### src/rtl/core/indexed_insert_remove_array_macros.svh
// Assertion macros for the indexed insert/remove array.
// Uses the clk_i and rst_ni names of the module that includes it.
`ifndef INDEXED_INSERT_REMOVE_ARRAY_MACROS_SVH
`define INDEXED_INSERT_REMOVE_ARRAY_MACROS_SVH
`ifndef ASSERT_OFF
// Check a property on every clock edge outside reset.
`define IIAR_ASSERT(lbl, prop, msg) \
  lbl: assert property (@(posedge clk_i) disable iff (!rst_ni) prop) else $error(msg);
// Check that an antecedent implies a consequent in the same cycle.
`define IIAR_ASSERT_IMPLY(lbl, ante, cons, msg) \
  lbl: assert property (@(posedge clk_i) disable iff (!rst_ni) (ante) |-> (cons)) \
    else $error(msg);
`else
`define IIAR_ASSERT(lbl, prop, msg)
`define IIAR_ASSERT_IMPLY(lbl, ante, cons, msg)
`endif
`endif

### src/rtl/core/iiar_pkg.sv
// Shared types and constants of the indexed insert/remove array.
// Used by iiar_cell and indexed_insert_remove_array; depends on nothing.
package iiar_pkg;

  localparam int unsigned Capacity = 64;
  localparam int unsigned IdxW     = $clog2(Capacity);
  localparam int unsigned CntW     = $clog2(Capacity + 1);
  localparam int unsigned DataW    = 32;

  typedef enum logic [1:0] {
    CMD_APPEND = 2'd0,
    CMD_INSERT = 2'd1,
    CMD_READ   = 2'd2,
    CMD_REMOVE = 2'd3
  } cmd_e;

  typedef enum logic [1:0] {
    ST_OK    = 2'd0,
    ST_RANGE = 2'd1,
    ST_FULL  = 2'd2
  } status_e;

  // Control broadcast from the top level to every cell
  typedef struct packed {
    cmd_e              cmd;
    logic              ok;
    logic [CntW-1:0]   pos;
    logic [CntW-1:0]   count;
    logic [DataW-1:0]  value;
  } cell_ctl_t;

endpackage

### src/rtl/core/iiar_cell.sv
// One storage cell of the list chain: holds one entry and shifts with its neighbors.
// Depends on iiar_pkg.
module iiar_cell (
  input  logic                       clk_i,
  input  iiar_pkg::cell_ctl_t        ctl_i,
  input  logic [iiar_pkg::IdxW-1:0]  idx_i,
  input  logic [iiar_pkg::DataW-1:0] left_i,
  input  logic [iiar_pkg::DataW-1:0] right_i,
  output logic [iiar_pkg::DataW-1:0] data_o,
  output logic [iiar_pkg::DataW-1:0] rd_o
);

  logic [iiar_pkg::DataW-1:0] data_q, data_d;
  logic [iiar_pkg::CntW-1:0]  me;

  assign me = iiar_pkg::CntW'(idx_i);

  // Pick the next word: load, take from below, take from above, or hold
  always_comb begin
    data_d = data_q;
    if (ctl_i.ok) begin
      case (ctl_i.cmd)
        iiar_pkg::CMD_APPEND: begin
          if (me == ctl_i.count) data_d = ctl_i.value;
        end
        iiar_pkg::CMD_INSERT: begin
          if (me == ctl_i.pos) data_d = ctl_i.value;
          else if (me > ctl_i.pos) data_d = left_i;
        end
        iiar_pkg::CMD_REMOVE: begin
          if (me >= ctl_i.pos) data_d = right_i;
        end
        default: data_d = data_q;
      endcase
    end
  end

  always_ff @(posedge clk_i) begin
    data_q <= data_d;
  end

  // Drive the read bus only when addressed
  assign data_o = data_q;
  assign rd_o   = (me == ctl_i.pos) ? data_q : '0;

endmodule
### config.mk
export PLATFORM = sky130hd
export DESIGN_NAME = iiar_cell
export DESIGN_NICKNAME = d
export VERILOG_FILES = /design/src/rtl/core/indexed_insert_remove_array_macros.svh /design/src/rtl/core/iiar_pkg.sv /design/src/rtl/core/iiar_cell.sv
export SDC_FILE = /design/constraint.sdc
export NUM_CORES = 1
export LEC_CHECK = 0
export BUFFER_PORTS_ARGS = -buffer_cell sky130_fd_sc_hd__buf_2
export CAP_MARGIN = 20
export CORE_MARGIN = 4
export CORE_UTILIZATION = 36
export CTS_BUF_LIST = sky130_fd_sc_hd__clkbuf_2 sky130_fd_sc_hd__clkbuf_4 sky130_fd_sc_hd__clkbuf_8
export DETAILED_ROUTE_END_ITERATION = 10
export HOLD_SLACK_MARGIN = 0.1
export PLACE_DENSITY = 0.87
export SLEW_MARGIN = 0
export SYNTH_ARGS = -nofsm -noshare
export SYNTH_HDL_FRONTEND = slang
export SYNTH_SLANG_ARGS = --single-unit
### constraint.sdc
create_clock -name clk_i -period 2.95 [get_ports clk_i]
set_input_delay 0 -clock clk_i [delete_from_list [all_inputs] [get_ports clk_i]]
set_output_delay 0 -clock clk_i [all_outputs]
set_load 0.01 [all_outputs]
* Yosys cells after proc, flatten, opt, wreduce, memory -nomap -nowiden
Index checks and enable logic that the tools add are counted.
Operators by class: muxes and demuxes 6, reductions and logical operators 3, equal/unequal tests 7, $lt $le $gt $ge 2
Operator list (count):
- 32-bit two-way mux | 5
- 32-bit case mux with 3 select lines | 1
- 6-bit by 7-bit == test with 1-bit output | 2
- 6-bit by 7-bit >= comparator with 1-bit output | 1
- 6-bit by 7-bit greater-than comparator with 1-bit output | 1
- 5-bit AND reduction | 1
- 2-bit inequality test (second input constant) | 2
- 3-bit inequality test (second input constant) | 1
- 3-bit nonzero test | 1
- 2-bit by 1-bit == test with 1-bit output (second input constant) | 1
- 2-bit == test (second input constant) | 1
- 2-bit zero test | 1
Word-level totals: logic and storage cells 19, flip-flop bits (word level) 32, output and inout port bits 64, input port bits 120

* Logic depth before layout (Yosys ltp)
word-level depth 4, depth in mapped cells 8, mapped depth without buffers 6

* Worst setup path before layout
No wires, ideal clock.
path kind input to register, start input ctl_i[44] (netlist bit), end register data_q, in the netlist data_o[0], enable pin, arrival time 2.580 ns, stages 7, setup slack -0.062 ns, setup time 0.432 ns, path buffers 1, cells stage by stage inv_1 ha_1 nand4b_4 o21ai_4 buf_4 nor3_1 a21oi_1
On the way: longest elaborated chain between the ends 3, elaborated cells between the ends (all ways) 6, classes of those cells 2 x order compare; 3 x eq/ne; 1 x reduce/logical
Ends and longest elaborated chain:
- start: declaration | RTL line iiar_cell.sv:5 | input iiar_pkg::cell_ctl_t ctl_i,
- 6-bit by 7-bit greater-than comparator with 1-bit output (tied with other cells) | RTL line iiar_cell.sv:28 | else if (me > ctl_i.pos) data_d = left_i;
- 3-bit inequality test (no source line) / 2-bit inequality test (equally long branches)
- 5-bit AND reduction (no source line) (*)
- end signal: assignment | RTL line iiar_cell.sv:39 | data_q <= data_d;
- end: declaration | RTL line iiar_cell.sv:13 | logic [iiar_pkg::DataW-1:0] data_q, data_d;
Mark *: on every way between the ends. The rest lies on a longest branch, timed or not. A chain may end at the register's enable or synchronous reset.

* Final worst setup path
start input ctl_i[47] (netlist bit), end register data_q, in the netlist data_o[21], data pin
On the way: longest elaborated chain between the ends 2, elaborated cells between the ends (all ways) 4, classes of those cells 2 x eq/ne; 1 x mux; 1 x reduce/logical
Ends and longest elaborated chain:
- 2-bit == test (tied with other cells) | RTL line iiar_cell.sv:22 | case (ctl_i.cmd)
- 32-bit case mux with 3 select lines (*) | RTL line iiar_cell.sv:22
Marked as above.

==> results_dict.tcl <==
set metrics [dict create \
    result_of_the_run "complete, no violations" \
    drt_pass1_iterations 5 \
    fraction_of_layout_instances_using_a_drive_strength_above_1 0.4931 \
    final_cell_mix "sky130_fd_sc_hd__buf_2 (183), sky130_fd_sc_hd__o22ai_1 (52), sky130_fd_sc_hd__dlygate4sd3_1 (38)" \
    clock_period_minus_worst_slack_ns 2.406 \
    dp.cells 460 \
    yosys-top-cells-area "sky130_fd_sc_hd__edfxtp_1 (44%), sky130_fd_sc_hd__o22ai_1 (15%), sky130_fd_sc_hd__and2_1 (9.1%)" \
    yosysTopAreaCell "sky130_fd_sc_hd__edfxtp_1" \
    synthesis.yosys.warnings 0 \
    post_synth_instance_area_um2 2193 \
    drv_cap 0 \
    groute.usage.overall 0.2207 \
    clock_sinks 32 \
    detailroute.wirelength.met3_um 707 \
    power.share.sequential 0.423 \
    clock_tree.htree_level_count 2 \
    detail-route-antenna-nets 0 \
    remaining_global_route_overflow 0 \
    clockRootBuffer "sky130_fd_sc_hd__clkbuf_8" \
    crit_type "in2reg" \
    synth_seq_cells 32 \
    vias_per_cell 5.343 \
    clock_power_share 0.314 \
    post_drt_wl_per_cell_um 16.60 \
    core_area_um2 5921 \
    cts_repair_resize_count 0 \
    die-height_um 86.06 \
    fin_crit_sh 0.8155 \
    grt_setup_unrepaired "false" \
    wl_um 8415 \
    leakage_uw 0.001727 \
    fmax_ghz 0.4157 \
    rows 28 \
    io_pins 184 \
    postSynthNetCount 343 \
    initial_standard_cell_utilization_of_the_core 0.3705 \
    end_kind "register" \
    place.gp.congestion 0.8054 \
    power.ir.vdd_worst_v 0.0001786 \
    number_of_global_route_vias_before_repair 2873 \
    worst_min_delay_path_endpoint "data_o[13]" \
    cts_setup_buffers 0 \
    initial_antenna_violation_count 0 \
    tightest_slew_ns 1.001 \
    detailedRoute.firstIterationViolations 100 \
    layout_nets 557 \
    num_vias 2709 \
    min-delay-start "left_i[13]" \
    timing.critical_path.required_ns 2.98 \
    internal_cell_power_uw 984.9 \
    setup_viol 0 \
    detailedPlacementHpwl_um 5825 \
    clock_path_buffers 2 \
    hold_depth 3 \
    cts_tree "built" \
    num_antenna_cells 0 \
    design.die.area_um2 7405 \
    critical_path.max_fanout 17 \
    syn_to_final_growth_pct 66.12 \
    drcViolationCount 0 \
    cp_data_arrival_time_ns 2.44 \
    wl_met1_um 2820 \
    fp.dieW_um 86.06 \
    p_sw_frac 0.2543 \
    report.final.hold_viol_count 0 \
    synthCells 217 \
    slew_violations 0 \
    worstHoldPathType "in2reg" \
    total_design_power_uw 1321 \
    place.port_buffers 183 \
    proportion_of_netlist_area_held_by_the_largest_area_contributor 0.4381 \
    final.fill_count 496 \
    layout.cells.non_filler 507 \
    finalSetupTns_ns 0 \
    cp-start-kind "input port" \
    path_clk_slew_ns 0.07 \
    tritoncts.num_buffers 5 \
    synth.lib_cells_used.distinct 23 \
    share_comb_of_total_power 0.264 \
    grt_start_max_net_pins 33 \
    layout.cells.most_common "sky130_fd_sc_hd__buf_2" \
    p_per_area_nw_per_um2 362.5 \
    p_sw_uw 335.9 \
    largest_register_ffs 32 \
    slew-limit-headroom 0.3322 \
    syn_area_per_cell_um2 10.11 \
    first_pass_grt_wire_length_um 13000 \
    top_layer_used_by_detailed_routing "met4" \
    ys_seq_area_frac 0.4381 \
    dr_wl_met2_um 4639 \
]
==> power groups by stage <==
stage               sequential, uW  clock, uW  combinational [uW]
global placement               567          0                 284
CTS                            558        424                 343
finish                         559        414                 348
floorplan                      583          0                 128
global route                   562        444                 380
detailed placement             568          0                 295
==> metal layers <==
layer	vias to the layer above	GRT usage
met2	155	0.4373
met5	-	0
met1	1255	0.2181
met3	25	0.04803
li1	1274	-
met4	0	0.08633
==> logic make-up after synthesis <==
group | after synthesis | share of synthesized area
adder cells (fa/ha/maj) | 6 | 0.03423
AND/OR/NAND/NOR | 44 | 0.1295
AO/OA/AOI/OAI | 102 | 0.3086
flip-flops | 32 | 0.4381
XOR/XNOR | 6 | 0.02396
buffers and inverters | 27 | 0.06560
==> critical path, cell delays in order <==
cell and delay [ns]:
sky130_fd_sc_hd__buf_2 0.29, sky130_fd_sc_hd__nand2_1 0.45, sky130_fd_sc_hd__buf_8 0.32, sky130_fd_sc_hd__o22ai_1 0.14, sky130_fd_sc_hd__dlygate4sd3_1 0.59, sky130_fd_sc_hd__a21oi_1 0.05, sky130_fd_sc_hd__dlygate4sd3_1 0.59
==> synth_stat cells <==
master                     number
sky130_fd_sc_hd__buf_6          4
sky130_fd_sc_hd__nor3_1         2
sky130_fd_sc_hd__nand4_1        1
sky130_fd_sc_hd__nand3_1        2
sky130_fd_sc_hd__nand2_1        2
sky130_fd_sc_hd__buf_2          1
sky130_fd_sc_hd__edfxtp_1      32
sky130_fd_sc_hd__clkbuf_1      12
sky130_fd_sc_hd__o22ai_2       12
sky130_fd_sc_hd__or2_1          1
sky130_fd_sc_hd__nand3b_1       1
sky130_fd_sc_hd__o21ai_4        1
sky130_fd_sc_hd__buf_4          3
sky130_fd_sc_hd__xor2_1         4
sky130_fd_sc_hd__and2_1        32
sky130_fd_sc_hd__xnor2_1        2
sky130_fd_sc_hd__nand4b_4       1
sky130_fd_sc_hd__o22ai_1       52
sky130_fd_sc_hd__nor2_1         1
sky130_fd_sc_hd__a21oi_1       37
sky130_fd_sc_hd__nor4b_1        1
sky130_fd_sc_hd__inv_1          7
sky130_fd_sc_hd__ha_1           6
==> worst max path at each step <==
stage                         start         end  slack, ns
after floorplan           ctl_i[44]   data_o[0]       0.65
after global placement     idx_i[5]  data_o[30]       1.03
after detailed placement   idx_i[5]   data_o[0]       0.90
after CTS                 ctl_i[47]  data_o[21]       0.43
after global routing      ctl_i[47]  data_o[21]       0.43
final                     ctl_i[47]  data_o[21]       0.54
==> through the flow <==
step	util	instance area [um^2]	hold slack, ns	setup slack [ns]
6_report	0.6154	3643	0.09962	0.5442
5_1_grt	0.6154	3643	0.1013	0.4275
4_1_cts	0.6128	3628	0.1010	0.4282
3_5_place_dp	0.5298	3137	0.3527	0.8965
3_3_place_gp	0.5298	3137	0.3450	1.031
2_1_floorplan	-	2197	0.2515	0.6547
==> what timing repair did <==
action | 4_1_cts | 5_1_grt
hold buffers | 38 | 0
hold endpoints to repair | 26 | 0
endpoints found under the setup margin | 0 | 0
==> layout make-up <==
class,count,area [um^2],share of cell area
timing repair buffer,227,1349,0.3702
tap,75,93.84,0.02576
clock inverter,2,35.03,0.009615
sequential,32,960.9,0.2637
inverter,7,26.28,0.007212
multi-input combinational,158,1102,0.3025
clock buffer,6,76.32,0.02095
No activity file was read; power rests on OpenSTA's default activity.
